`src/rtl/core/smdi_pkg.sv`:
```
`default_nettype none
package smdi_pkg;

	localparam int DATA_W  = 32;
	localparam int IDX_W   = 4;
	localparam int ST_W    = 2;
	localparam int ACC_W   = 38;
	localparam int NPERM   = 24;
	localparam int PERM_W  = 5;
	localparam int PCOL_W  = 2;
	localparam int PROWS   = 4;

	localparam logic [ST_W-1:0] ST_OK   = 2'd0;
	localparam logic [ST_W-1:0] ST_SING = 2'd1;
	localparam logic [ST_W-1:0] ST_SAT  = 2'd2;

	localparam logic REG_SIZE = 1'b0;
	localparam logic REG_MODE = 1'b1;

	localparam logic signed [DATA_W-1:0] Q_MAX = 32'sh7FFF_FFFF;
	localparam logic signed [DATA_W-1:0] Q_MIN = 32'sh8000_0000;

	// permutations of four columns in lexicographic order, packed {p3,p2,p1,p0}
	localparam logic [7:0] PERM_COLS [NPERM] = '{
		8'hE4, 8'hB4, 8'hD8, 8'h78, 8'h9C, 8'h6C,
		8'hE1, 8'hB1, 8'hC9, 8'h39, 8'h8D, 8'h2D,
		8'hD2, 8'h72, 8'hC6, 8'h36, 8'h4E, 8'h1E,
		8'h93, 8'h63, 8'h87, 8'h27, 8'h4B, 8'h1B
	};

	// bit i set: permutation i is odd
	localparam logic [NPERM-1:0] PERM_ODD = 24'h666666;

endpackage
`default_nettype wire

```
`src/rtl/core/smdi_store.sv`:
```
`default_nettype none
module smdi_store #(
	parameter int MAX_DIM = 4
) (
	input  wire logic                                  clk,
	input  wire logic                                  we,
	input  wire logic [$clog2(MAX_DIM*MAX_DIM)-1:0]    waddr,
	input  wire logic signed [smdi_pkg::DATA_W-1:0]    wdata,
	input  wire logic [$clog2(MAX_DIM*MAX_DIM)-1:0]    raddr,
	output logic signed [smdi_pkg::DATA_W-1:0]         rdata
);

	localparam int DEPTH = MAX_DIM * MAX_DIM;

	logic signed [smdi_pkg::DATA_W-1:0] mem [DEPTH];

	always_ff @(posedge clk) begin
		if (we) begin
			mem[waddr] <= wdata;
		end
	end

	always_ff @(posedge clk) begin
		rdata <= mem[raddr];
	end

endmodule
`default_nettype wire

```
`src/rtl/core/smdi_qmul.sv`:
```
`default_nettype none
module smdi_qmul #(
	parameter int FRAC_BITS = 16
) (
	input  wire logic                               clk,
	input  wire logic signed [smdi_pkg::DATA_W-1:0] a,
	input  wire logic signed [smdi_pkg::DATA_W-1:0] b,
	output logic signed [smdi_pkg::DATA_W-1:0]      res,
	output logic                                    sat
);

	localparam logic signed [64:0] HALF = 65'sd1 <<< (FRAC_BITS - 1);

	logic signed [63:0] prod_s1;
	logic signed [64:0] rnd;
	logic signed [64:0] shf;

	always_ff @(posedge clk) begin
		prod_s1 <= a * b;
	end

	always_comb begin
		rnd = {prod_s1[63], prod_s1} + HALF;
		shf = rnd >>> FRAC_BITS;
		sat = !((&shf[64:31]) || !(|shf[64:31]));
		if (sat) begin
			res = shf[64] ? smdi_pkg::Q_MIN : smdi_pkg::Q_MAX;
		end else begin
			res = shf[31:0];
		end
	end

endmodule
`default_nettype wire

```
`src/rtl/core/smdi_qdiv.sv`:
```
`default_nettype none
module smdi_qdiv #(
	parameter int FRAC_BITS = 16
) (
	input  wire logic                               clk,
	input  wire logic                               arst_n,
	input  wire logic                               start,
	input  wire logic signed [smdi_pkg::DATA_W:0]   num,
	input  wire logic signed [smdi_pkg::DATA_W-1:0] den,
	output logic                                    done,
	output logic signed [smdi_pkg::DATA_W-1:0]      res,
	output logic                                    sat
);

	localparam int DW  = smdi_pkg::DATA_W + FRAC_BITS;
	localparam int CNW = $clog2(DW + 1);

	logic [DW-1:0]  quo_q;
	logic [31:0]    rem_q;
	logic [31:0]    md_q;
	logic           neg_q;
	logic           run_q;
	logic [CNW-1:0] cnt_q;

	logic [31:0]    mn;
	logic [31:0]    md;
	logic [32:0]    rem_sh;
	logic           fit;
	logic           big;

	always_comb begin
		mn = num[smdi_pkg::DATA_W] ? 32'(-num) : num[31:0];
		md = den[smdi_pkg::DATA_W-1] ? 32'(-{den[31], den}) : den[31:0];
		rem_sh = {rem_q, quo_q[DW-1]};
		fit = rem_sh >= {1'b0, md_q};
		big = (|quo_q[DW-1:32]) || (quo_q[31] && (|quo_q[30:0]));
	end

	always_ff @(posedge clk or negedge arst_n) begin
		if (!arst_n) begin
			run_q <= 1'b0;
			cnt_q <= '0;
			done  <= 1'b0;
			quo_q <= '0;
			rem_q <= '0;
			md_q  <= '0;
			neg_q <= 1'b0;
			res   <= '0;
			sat   <= 1'b0;
		end else begin
			done <= 1'b0;
			if (start) begin
				quo_q <= (DW'(mn) << FRAC_BITS) + DW'(md >> 1);
				md_q  <= md;
				neg_q <= num[smdi_pkg::DATA_W] != den[smdi_pkg::DATA_W-1];
				rem_q <= '0;
				cnt_q <= CNW'(DW);
				run_q <= 1'b1;
			end else if (run_q) begin
				if (cnt_q != '0) begin
					rem_q <= fit ? 32'(rem_sh - {1'b0, md_q}) : rem_sh[31:0];
					quo_q <= {quo_q[DW-2:0], fit};
					cnt_q <= cnt_q - 1'b1;
				end else begin
					run_q <= 1'b0;
					done  <= 1'b1;
					if (big) begin
						sat <= 1'b1;
						res <= neg_q ? smdi_pkg::Q_MIN : smdi_pkg::Q_MAX;
					end else if (neg_q) begin
						sat <= 1'b0;
						res <= -quo_q[31:0];
					end else if (quo_q[31]) begin
						sat <= 1'b1;
						res <= smdi_pkg::Q_MAX;
					end else begin
						sat <= 1'b0;
						res <= quo_q[31:0];
					end
				end
			end
		end
	end

endmodule
`default_nettype wire

```
`src/rtl/core/smdi_seq.sv`:
```
`default_nettype none
module smdi_seq #(
	parameter int MAX_DIM   = 4,
	parameter int FRAC_BITS = 16
) (
	input  wire logic                                  clk,
	input  wire logic                                  arst_n,
	input  wire logic                                  start,
	input  wire logic [$clog2(MAX_DIM+1)-1:0]          start_n,
	input  wire logic                                  start_mode,
	output logic [$clog2(MAX_DIM*MAX_DIM)-1:0]         raddr,
	input  wire logic signed [smdi_pkg::DATA_W-1:0]    rdata,
	output logic                                       busy,
	output logic                                       out_valid,
	input  wire logic                                  out_stall,
	output logic signed [smdi_pkg::DATA_W-1:0]         out_value,
	output logic [smdi_pkg::IDX_W-1:0]                 out_index,
	output logic signed [smdi_pkg::DATA_W-1:0]         out_det,
	output logic [smdi_pkg::ST_W-1:0]                  out_status,
	output logic                                       out_last
);

	localparam int NW  = $clog2(MAX_DIM + 1);
	localparam int RW  = $clog2(MAX_DIM);
	localparam int AW  = $clog2(MAX_DIM * MAX_DIM);
	localparam int XW  = 2 * NW + 2;
	localparam int AC  = smdi_pkg::ACC_W;

	localparam logic [3:0] S_IDLE = 4'd0;
	localparam logic [3:0] S_INIT = 4'd1;
	localparam logic [3:0] S_PERM = 4'd2;
	localparam logic [3:0] S_RD   = 4'd3;
	localparam logic [3:0] S_DAT  = 4'd4;
	localparam logic [3:0] S_MUL  = 4'd5;
	localparam logic [3:0] S_STEP = 4'd6;
	localparam logic [3:0] S_FIN  = 4'd7;
	localparam logic [3:0] S_DIV  = 4'd8;
	localparam logic [3:0] S_DIVW = 4'd9;
	localparam logic [3:0] S_OUT  = 4'd10;
	localparam logic [3:0] S_ADV  = 4'd11;
	localparam logic [3:0] S_ZERO = 4'd12;

	logic [3:0]                          state_q;
	logic [NW-1:0]                       n_q;
	logic                                mode_q;
	logic                                minor_q;
	logic [RW-1:0]                       r_q;
	logic [RW-1:0]                       c_q;
	logic [smdi_pkg::PERM_W-1:0]         perm_q;
	logic [smdi_pkg::PCOL_W-1:0]         row_q;
	logic signed [smdi_pkg::DATA_W-1:0]  partial_q;
	logic                                lsat_q;
	logic signed [AC-1:0]                acc_q;
	logic signed [smdi_pkg::DATA_W-1:0]  det_q;
	logic                                dsat_q;
	logic                                msat_q;
	logic signed [smdi_pkg::DATA_W:0]    cof_q;

	logic [NW-1:0]                       k;
	logic [7:0]                          cols;
	logic                                odd;
	logic                                perm_ok;
	logic [smdi_pkg::PCOL_W-1:0]         col_sel;
	logic [smdi_pkg::PCOL_W:0]           orow;
	logic [smdi_pkg::PCOL_W:0]           ocol;
	logic [XW-1:0]                       addr_w;
	logic                                row_last;
	logic                                perm_end;
	logic signed [AC-1:0]                term;
	logic                                fin_sat;
	logic signed [smdi_pkg::DATA_W-1:0]  fin_val;
	logic [smdi_pkg::IDX_W-1:0]          idx;
	logic [2*NW-1:0]                     nn;
	logic                                last;
	logic [smdi_pkg::ST_W-1:0]           det_st;

	logic signed [smdi_pkg::DATA_W-1:0]  mul_res;
	logic                                mul_sat;
	logic                                div_done;
	logic signed [smdi_pkg::DATA_W-1:0]  div_res;
	logic                                div_sat;

	smdi_qmul #(.FRAC_BITS(FRAC_BITS)) u_qmul (
		.clk (clk),
		.a   (partial_q),
		.b   (rdata),
		.res (mul_res),
		.sat (mul_sat)
	);

	smdi_qdiv #(.FRAC_BITS(FRAC_BITS)) u_qdiv (
		.clk    (clk),
		.arst_n (arst_n),
		.start  (state_q == S_DIV),
		.num    (cof_q),
		.den    (det_q),
		.done   (div_done),
		.res    (div_res),
		.sat    (div_sat)
	);

	always_comb begin
		k = n_q - NW'(minor_q);
		cols = smdi_pkg::PERM_COLS[perm_q];
		odd = smdi_pkg::PERM_ODD[perm_q];
		perm_ok = 1'b1;
		for (int i = 0; i < smdi_pkg::PROWS; i++) begin
			if (NW'(i) >= k) begin
				if (cols[2*i +: 2] != 2'(i)) perm_ok = 1'b0;
			end else begin
				if (NW'(cols[2*i +: 2]) >= k) perm_ok = 1'b0;
			end
		end
		col_sel = cols[2*row_q +: 2];
		orow = {1'b0, row_q}
			+ 3'(minor_q && (row_q >= smdi_pkg::PCOL_W'(c_q)));
		ocol = {1'b0, col_sel}
			+ 3'(minor_q && (col_sel >= smdi_pkg::PCOL_W'(r_q)));
		addr_w = XW'(orow) + XW'(ocol) * XW'(n_q);
		raddr = addr_w[AW-1:0];
		row_last = NW'(row_q) == (k - 1'b1);
		perm_end = perm_q == smdi_pkg::PERM_W'(smdi_pkg::NPERM - 1);
		term = odd ? -AC'(partial_q) : AC'(partial_q);
		fin_sat = !((&acc_q[AC-1:31]) || !(|acc_q[AC-1:31]));
		if (fin_sat) begin
			fin_val = acc_q[AC-1] ? smdi_pkg::Q_MIN : smdi_pkg::Q_MAX;
		end else begin
			fin_val = acc_q[31:0];
		end
		nn = n_q * n_q;
		idx = smdi_pkg::IDX_W'(r_q) + smdi_pkg::IDX_W'(c_q) * smdi_pkg::IDX_W'(n_q);
		last = idx == smdi_pkg::IDX_W'(nn - 1'b1);
		if (fin_val == '0) begin
			det_st = smdi_pkg::ST_SING;
		end else if (lsat_q || fin_sat) begin
			det_st = smdi_pkg::ST_SAT;
		end else begin
			det_st = smdi_pkg::ST_OK;
		end
		busy = state_q != S_IDLE;
	end

	always_ff @(posedge clk or negedge arst_n) begin
		if (!arst_n) begin
			state_q    <= S_IDLE;
			n_q        <= '0;
			mode_q     <= 1'b0;
			minor_q    <= 1'b0;
			r_q        <= '0;
			c_q        <= '0;
			perm_q     <= '0;
			row_q      <= '0;
			partial_q  <= '0;
			lsat_q     <= 1'b0;
			acc_q      <= '0;
			det_q      <= '0;
			dsat_q     <= 1'b0;
			msat_q     <= 1'b0;
			cof_q      <= '0;
			out_valid  <= 1'b0;
			out_value  <= '0;
			out_index  <= '0;
			out_det    <= '0;
			out_status <= smdi_pkg::ST_OK;
			out_last   <= 1'b0;
		end else begin
			unique case (state_q)
				S_IDLE: begin
					if (start) begin
						n_q     <= start_n;
						mode_q  <= start_mode;
						minor_q <= 1'b0;
						r_q     <= '0;
						c_q     <= '0;
						state_q <= S_INIT;
					end
				end
				S_INIT: begin
					perm_q <= '0;
					lsat_q <= 1'b0;
					if (k == '0) begin
						acc_q   <= AC'(1) <<< FRAC_BITS;
						state_q <= S_FIN;
					end else begin
						acc_q   <= '0;
						state_q <= S_PERM;
					end
				end
				S_PERM: begin
					if (perm_ok) begin
						row_q   <= '0;
						state_q <= S_RD;
					end else if (perm_end) begin
						state_q <= S_FIN;
					end else begin
						perm_q <= perm_q + 1'b1;
					end
				end
				S_RD: begin
					state_q <= S_DAT;
				end
				S_DAT: begin
					if (row_q == '0) begin
						partial_q <= rdata;
						state_q   <= S_STEP;
					end else begin
						state_q <= S_MUL;
					end
				end
				S_MUL: begin
					partial_q <= mul_res;
					lsat_q    <= lsat_q | mul_sat;
					state_q   <= S_STEP;
				end
				S_STEP: begin
					if (row_last) begin
						acc_q <= acc_q + term;
						if (perm_end) begin
							state_q <= S_FIN;
						end else begin
							perm_q  <= perm_q + 1'b1;
							state_q <= S_PERM;
						end
					end else begin
						row_q   <= row_q + 1'b1;
						state_q <= S_RD;
					end
				end
				S_FIN: begin
					if (!minor_q) begin
						det_q  <= fin_val;
						dsat_q <= lsat_q | fin_sat;
						if (!mode_q) begin
							out_value  <= fin_val;
							out_index  <= '0;
							out_det    <= fin_val;
							out_status <= det_st;
							out_last   <= 1'b1;
							out_valid  <= 1'b1;
							state_q    <= S_OUT;
						end else if (fin_val == '0) begin
							state_q <= S_ZERO;
						end else begin
							minor_q <= 1'b1;
							state_q <= S_INIT;
						end
					end else begin
						cof_q   <= (r_q[0] ^ c_q[0]) ? -33'(fin_val) : 33'(fin_val);
						msat_q  <= dsat_q | lsat_q | fin_sat;
						state_q <= S_DIV;
					end
				end
				S_DIV: begin
					state_q <= S_DIVW;
				end
				S_DIVW: begin
					if (div_done) begin
						out_value  <= div_res;
						out_index  <= idx;
						out_det    <= det_q;
						out_status <= (msat_q | div_sat) ? smdi_pkg::ST_SAT : smdi_pkg::ST_OK;
						out_last   <= last;
						out_valid  <= 1'b1;
						state_q    <= S_OUT;
					end
				end
				S_ZERO: begin
					out_value  <= '0;
					out_index  <= idx;
					out_det    <= det_q;
					out_status <= smdi_pkg::ST_SING;
					out_last   <= last;
					out_valid  <= 1'b1;
					state_q    <= S_OUT;
				end
				S_OUT: begin
					if (!out_stall) begin
						out_valid <= 1'b0;
						state_q   <= S_ADV;
					end
				end
				S_ADV: begin
					if (out_last) begin
						state_q <= S_IDLE;
					end else begin
						if (r_q == RW'(n_q - 1'b1)) begin
							r_q <= '0;
							c_q <= c_q + 1'b1;
						end else begin
							r_q <= r_q + 1'b1;
						end
						state_q <= (det_q == '0) ? S_ZERO : S_INIT;
					end
				end
				default: begin
					state_q <= S_IDLE;
				end
			endcase
		end
	end

endmodule
`default_nettype wire

```
`src/rtl/core/small_matrix_det_inverse.sv`:
```
// Determinant and inverse of a square matrix, signed fixed point Q(31-F).F.
// Configure matrix_size (address 0) and op_mode (address 4) over the APB port
// while the block is idle. Elements enter on in_valid/in_stall in column-major
// order, one transaction per element, one per cycle while loading.
// When size*size elements are in, in_stall rises and the block computes the
// determinant by Leibniz expansion on one shared multiplier: each expansion
// covers one k x k matrix, the full matrix or a minor of it.
// Determinant mode emits one transaction. Inverse mode emits size*size
// transactions, column-major, each a cofactor expansion followed by a
// restoring division, the final one with out_last set.
// A singular matrix gives zero values with status 1, without the divisions.
// Each result sits in the output register until taken; a stalled receiver
// just holds the sequencer. in_stall falls after the last result transaction
// is taken. Reset clears the load count, sets size 4 and inverse mode.
`default_nettype none
module small_matrix_det_inverse #(
	parameter int MAX_DIM   = 4,
	parameter int FRAC_BITS = 16
) (
	input  wire logic                               clk,
	input  wire logic                               arst_n,
	input  wire logic                               psel,
	input  wire logic                               penable,
	input  wire logic                               pwrite,
	input  wire logic [2:0]                         paddr,
	input  wire logic [31:0]                        pwdata,
	output logic [31:0]                             prdata,
	output logic                                    pready,
	input  wire logic                               in_valid,
	output logic                                    in_stall,
	input  wire logic signed [smdi_pkg::DATA_W-1:0] elem_value,
	output logic                                    out_valid,
	input  wire logic                               out_stall,
	output logic signed [smdi_pkg::DATA_W-1:0]      out_value,
	output logic [smdi_pkg::IDX_W-1:0]              out_index,
	output logic signed [smdi_pkg::DATA_W-1:0]      out_det,
	output logic [smdi_pkg::ST_W-1:0]               out_status,
	output logic                                    out_last
);

	localparam int NW = $clog2(MAX_DIM + 1);
	localparam int AW = $clog2(MAX_DIM * MAX_DIM);
	localparam int CW = $clog2(MAX_DIM * MAX_DIM + 1);
	localparam int PW = 2 * NW + 1;

	logic [2:0]    size_q;
	logic          mode_q;
	logic [CW-1:0] cnt_q;

	logic          wr;
	logic          accept;
	logic          complete;
	logic [NW-1:0] n_in;
	logic [PW-1:0] nn;
	logic          busy;

	logic [AW-1:0]                      raddr;
	logic signed [smdi_pkg::DATA_W-1:0] rdata;

	always_comb begin
		pready = 1'b1;
		wr = psel && penable && pwrite;
		unique case (paddr[2])
			smdi_pkg::REG_SIZE: prdata = {29'd0, size_q};
			smdi_pkg::REG_MODE: prdata = {31'd0, mode_q};
		endcase
		if (size_q == 3'd0) begin
			n_in = NW'(1);
		end else if (size_q > 3'(MAX_DIM)) begin
			n_in = NW'(MAX_DIM);
		end else begin
			n_in = size_q[NW-1:0];
		end
		nn = PW'(n_in) * PW'(n_in);
		in_stall = busy;
		accept = in_valid && !in_stall;
		complete = accept && ((PW'(cnt_q) + 1'b1) >= nn);
	end

	always_ff @(posedge clk or negedge arst_n) begin
		if (!arst_n) begin
			size_q <= 3'd4;
			mode_q <= 1'b1;
		end else if (wr) begin
			unique case (paddr[2])
				smdi_pkg::REG_SIZE: size_q <= pwdata[2:0];
				smdi_pkg::REG_MODE: mode_q <= pwdata[0];
			endcase
		end
	end

	always_ff @(posedge clk or negedge arst_n) begin
		if (!arst_n) begin
			cnt_q <= '0;
		end else if (accept) begin
			cnt_q <= complete ? '0 : cnt_q + 1'b1;
		end
	end

	smdi_store #(.MAX_DIM(MAX_DIM)) u_store (
		.clk   (clk),
		.we    (accept),
		.waddr (cnt_q[AW-1:0]),
		.wdata (elem_value),
		.raddr (raddr),
		.rdata (rdata)
	);

	smdi_seq #(.MAX_DIM(MAX_DIM), .FRAC_BITS(FRAC_BITS)) u_seq (
		.clk        (clk),
		.arst_n     (arst_n),
		.start      (complete),
		.start_n    (n_in),
		.start_mode (mode_q),
		.raddr      (raddr),
		.rdata      (rdata),
		.busy       (busy),
		.out_valid  (out_valid),
		.out_stall  (out_stall),
		.out_value  (out_value),
		.out_index  (out_index),
		.out_det    (out_det),
		.out_status (out_status),
		.out_last   (out_last)
	);

endmodule
`default_nettype wire
```
`config.mk`:
```
export PLATFORM = sky130hd
export DESIGN_NAME = small_matrix_det_inverse
export DESIGN_NICKNAME = d
export VERILOG_FILES = /design/src/rtl/core/smdi_pkg.sv /design/src/rtl/core/smdi_store.sv /design/src/rtl/core/smdi_qmul.sv /design/src/rtl/core/smdi_qdiv.sv /design/src/rtl/core/smdi_seq.sv /design/src/rtl/core/small_matrix_det_inverse.sv
export SDC_FILE = /design/constraint.sdc
export NUM_CORES = 2
export LEC_CHECK = 0
export BUFFER_PORTS_ARGS = -buffer_cell sky130_fd_sc_hd__buf_2
export CORE_UTILIZATION = 35
export CTS_CLUSTER_SIZE = 12
export DETAILED_ROUTE_END_ITERATION = 10
export GPL_ROUTABILITY_DRIVEN = 1
export PLACE_DENSITY = 0.5
export SLEW_MARGIN = 15
export SYNTH_ARGS = -nofsm -noshare
export SYNTH_HDL_FRONTEND = slang
export SYNTH_HIERARCHICAL = 1
export SYNTH_SLANG_ARGS = --single-unit
```
`constraint.sdc`:
```
create_clock -name clk -period 9.75 [get_ports clk]
set_input_delay 0.4875 -clock clk [delete_from_list [all_inputs] [get_ports clk]]
set_output_delay 0.4875 -clock clk [all_outputs]
set_load 0.05 [all_outputs]
```
# Yosys cells after proc, flatten, opt, wreduce, memory -nomap -nowiden
# Memory sizes are Yosys's and may differ from the RTL's. A register that Yosys moved wholly into a read port is not among the register bits.
# Cells that the tools add are included.
# totals
regBits	457
ramBits	512
rom_bits	288
input_bits	74
output_inout_bits	106
memories	3
# classes
n_addsub	24
mul	5
magnitude_cmp	15
n_eq_ne	33
shifts	1
mux	116
bitwise	11
reduce_logical	59
# memory_table
memory	words	width	read_ports	rd_clocked_by_memory_dff	wr	line	text
u_store.mem	16	32	1	1	1	smdi_store.sv:15	logic signed [smdi_pkg::DATA_W-1:0] mem [DEPTH];
(no name shown)	32	8	1	0	0	smdi_seq.sv:104	cols = smdi_pkg::PERM_COLS[perm_q];
(no name shown)	32	1	1	0	0	smdi_seq.sv:105	odd = smdi_pkg::PERM_ODD[perm_q];
# ops
operator	count
$mux 32	18
$pmux 32 s3	2
$mux 48	3
$pmux 32 s2	2
$neg 32->32	3
$mux 38	2
$pmux 38 s2	1
$add 64x17->65 const B	1
$logic_not 32->1	2
$mul 32x32->64	1
$mux 4	13
$pmux 4 s13	1
$add 48x31->48	1
$add 38x38->38	1
$neg 32->38	1
$ge 33x32->1	1
$mux 1	33
$mux 33	1
$neg 32->33	1
$sub 32x32->32	1
$mux 31	1
$reduce_or 31->1	1
$mux 2	14
$eq 4x4->1 const B	5
69 further kinds	154

# Longest topological paths before layout
# depth
depth_word	15
depth_mapped	29
mapped_depth_nobuf	27

# By module
# Netlist, hierarchy kept.
# modules_own_cells
module	instances	cells_per_inst	area_each_um2	seq_area_each_um2
smdi_qmul	1	4171	38414.3	980.9
smdi_store	1	838	19835.3	16015.4
smdi_seq	1	1726	14761.7	5755.5
smdi_qdiv	1	1386	11449.7	3853.7
small_matrix_det_inverse	1	97	854.6	227.7

# Least setup slack after synthesis
# OpenSTA, ideal clock, no wires.
# synth_path
kind	register -> register
startpoint	register u_seq/partial_q[31] (netlist bit)
endpoint	register u_seq.u_qmul.prod_s1[60]
setup_ns	0.091
arrival_ns	7.610
t_required_ns	9.659
setup_slack_ns	2.049
path_stages_with_launch	29
n_path_buf	1
synth_period_minus_slack_ns	7.701
path_cell_list	dfrtp_1 -> clkbuf_1 -> nand2_1 -> inv_1 -> fa_1 -> inv_1 -> fa_1 -> inv_1 -> fa_1 -> fa_1 -> inv_1 -> fa_1 -> inv_1 -> fa_1 -> inv_1 -> fa_1 -> inv_1 -> fa_1 -> ha_1 -> a21o_1 -> a21o_1 -> a21o_1 -> a21o_1 -> a21o_1 -> a21oi_1 -> nor2b_1 -> o21ai_0 -> nand2_1 -> a311oi_1
# synth_via
elab_chain_len	1
# synth_lines
element	line	text
from (decl)	smdi_seq.sv:51	logic signed [smdi_pkg::DATA_W-1:0] partial_q;
from (signal assigned)	smdi_seq.sv:204	partial_q <= rdata;
from (signal assigned)	smdi_seq.sv:211	partial_q <= mul_res;
$mul 32x32->64	smdi_qmul.sv:19	prod_s1 <= a * b;
to (signal assigned)	smdi_qmul.sv:19	
to (decl)	smdi_qmul.sv:14	logic signed [63:0] prod_s1;
# Every way passes these cells.
# A chain may end at the register's enable or synchronous reset.

# Worst setup path after layout
# layout_path
startpoint	register u_seq/partial_q[14] (netlist bit)
endpoint	register u_seq.u_qmul.prod_s1[62]
# The elaborated chain is that of the path after synthesis.

==> metrics <==
cell area after synthesis ~85,000 um^2; Synth async-reset ratio 39.9%; post_cts resized 0; row cnt 180; die extent in x between 400 and 500 um; status completed; final hold slack between 0.06 and 0.07 ns; vias in the first global route 62,100; Yosys cell types ~120; Hold-fix buffers, CTS 6; starting density of the core between 30% and 40%; Top FF cell, synth edfxtp_1; CTS clk-pin slew, worst paths about 0.07 ns; endpoints failing hold 0; most common cell after layout, fill and taps aside inv_1; Yosys reg bits roughly 990; CP endpoint kind flip-flop; first drt pass iteration count 6; CTS Buf Count around 110; Worst-Margin Slew approximately 1.3 ns; MaxCap Viol Count 0; Tcrit/Tclk final approximately 92%; final net count approximately 9,700; final core utilization between 30% and 40%; total track usage 20.6%; GPL Wtd Cong ~0.87; Avg Cell Area, Syn just over 10 um^2; I/O pin total 180; Worst setup SP type flip-flop; post-route DRC violation count 0; Routed WL 251,000 um; Detail Placement HPWL roughly 180,000 um; Post-CTS Setup Bufs 0; Core Region approximately 240,000 um^2; grt total ovfl 0; initial DRC count ~4,200; Multi-input gate area about 52,000 um^2; wire per inst roughly 22 um; Max Clock Skew 0.0953 ns; Clock Tree Buf Depth 3; Fmax roughly 110 MHz; max-slew violation count 0; initial antenna violation count 17; Die H between 400 and 500 um; RSZ-0062 raised after global routing no; Port Buffers about 120; register area 26,800 um^2; setup TNS 0 ns; share of layout cells above drive strength 1 about 9%; Vias/cell between 5 and 6; clock sink count about 1,000; Hold Path Cell Cnt 3; hold crit path type primary input to flip-flop; Post-synth EDFFs 512; Filler Cells Inserted ~24,000; Ys Warns 6; min Tclk post-route ~9 ns; clk root buf clkbuf_16; Crit Path Category flip-flop to flip-flop; CP required between 10 and 15 ns; Max-slew headroom 12.3%; CP arrival 9.67 ns; post-synth top area cell fa_1; total number of vias around 59,000; Area Overhead vs Synth 9.67%; die area approximately 250,000 um^2; largest cells by area after synthesis fa_1 (26%), edfxtp_1 (18%), dfrtp_1 (11%), inv_1 (5.3%), ha_1 (4.6%); reg2reg path depth 24; post-synth top area share about a quarter; synthesized instance count approximately 8,200; most frequent cells in the layout inv_1 (1,214), fa_1 (1,089), nand2_1 (916); largest net degree at the start of global routing around 130; CTS tree yes; first-pass GRT wire length 387,000 um; CTS HTree Levels 3; worst skew pair latency slightly below 0.8 ns; CP Max Fanout 15; final setup fails 0; register area share after synthesis a little under a third; number of routed nets with antenna violations 0
==> cells in the mapped netlist, types with 40 or more instances <==
master,instances
fa_1,1089
and3_1,40
ha_1,317
nor2_1,291
nor3_1,83
nand2_1,917
xor2_1,116
clkbuf_1,380
nand3_1,109
a21o_1,59
buf_4,46
mux4_2,131
dfxtp_1,81
edfxtp_1,512
mux2i_1,71
a21oi_1,296
o31ai_1,48
xnor2_1,221
nand2b_1,44
and2_1,536
a22oi_1,127
dfrtp_1,391
o21ai_0,437
nand4_1,50
inv_1,1215
==> per-stage QoR <==
step                worst slack (ns)  instance area (um^2)  cells
finish                         0.732                 93600  11500
global route                   0.307                 93600  11500
CTS                            0.716                 93500  11500
detailed placement             0.742                 89700  11300
global placement               0.580                 89700  11300
floorplan                       2.05                 85400   8248
==> registers in the layout, summed over array words and instances, names as in the netlist, 2 cells and up <==
| signal | flops |
|---|---|
| cnt_q | 5 |
| size_q | 3 |
| u_seq/acc_q | 38 |
| u_seq/c_q | 2 |
| u_seq/cof_q | 33 |
| u_seq/det_q | 32 |
| u_seq/n_q | 3 |
| u_seq/out_det | 32 |
| u_seq/out_index | 4 |
| u_seq/out_status | 2 |
| u_seq/out_value | 32 |
| u_seq/partial_q | 32 |
| u_seq/perm_q | 5 |
| u_seq/r_q | 2 |
| u_seq/row_q | 2 |
| u_seq/state_q | 4 |
| u_seq/u_qdiv/cnt_q | 6 |
| u_seq/u_qdiv/md_q | 32 |
| u_seq/u_qdiv/quo_q | 48 |
| u_seq/u_qdiv/rem_q | 32 |
| u_seq/u_qdiv/res | 32 |
| u_seq/u_qmul/prod_s1 | 49 |
| u_store/mem | 512 |
| u_store/rdata | 32 |
==> critical path: stages, from the launching register on <==
cell      delay [ns]
dfrtp_1         1.22
buf_4           0.38
and2_1          0.18
fa_1            0.43
inv_1           0.09
fa_1            0.41
fa_1            0.47
fa_1            0.51
inv_1           0.05
fa_1            0.49
fa_1            0.53
fa_1            0.56
inv_1           0.06
fa_1            0.55
inv_1           0.05
ha_1            0.40
nand4_1         0.18
or4_1           0.54
nor4_1          0.24
o311ai_1        0.29
a21o_1          0.27
and2_1          0.23
nor4bb_2        0.44
o22ai_1         0.17
xnor2_1         0.15
==> routing by layer <==
metal | global-route usage [%] | up-vias | routed length (um)
li1 | - | 26800 | -
met1 | 28.5 | 30700 | 113000
met2 | 34.5 | 1469 | 120000
met3 | 2.43 | 296 | 11800
met4 | 4.95 | 10 | 6230
met5 | 0 | - | 71
==> area by class of cell <==
class	count	share of cell area (%)
diodes	8	0.0214
clock inverters	37	0.579
inverters	1216	4.89
multi-input cells	5577	55.9
flip-flops and latches	986	28.7
clock buffers	171	3.48
well taps	3185	4.26
repair buffers	300	2.23
==> path summary, 6_finish.rpt <==
check | startpoint | slack (ns) | to
worst max-delay path | u_seq/partial_q[14]$_DFFE_PN0P_ | 0.73 | u_seq/u_qmul/prod_s1[62]$_DFF_P_
min in group asynchronous | arst_n | 0.47 | u_seq/u_qdiv/quo_q[34]$_DFFE_PN0P_
worst min register to register | u_seq/u_qdiv/res[10]$_DFFE_PN0P_ | 0.48 | u_seq/u_qdiv/res[10]$_DFFE_PN0P_
max in group asynchronous | arst_n | 7.74 | u_seq/u_qdiv/rem_q[15]$_DFFE_PN0P_
worst max register to register | u_seq/partial_q[14]$_DFFE_PN0P_ | 0.73 | u_seq/u_qmul/prod_s1[62]$_DFF_P_
worst min-delay path | pwrite | 0.06 | mode_q$_DFFE_PN1P_
==> logic make-up after synthesis <==
| logic type | synth area share (%) |
|---|---|
| AO/OA/AOI/OAI | 9.43 |
| adder cells (fa/ha/maj) | 30.2 |
| AND/OR/NAND/NOR | 13.3 |
| XOR/XNOR | 3.46 |
| other | 0.00880 |
| multiplexers | 4.45 |
| flip-flops | 31.5 |
| buffers and inverters | 7.67 |
Power is not shown: default switching activity piles up to over one toggle a cycle in this logic, so the estimate is an artifact.
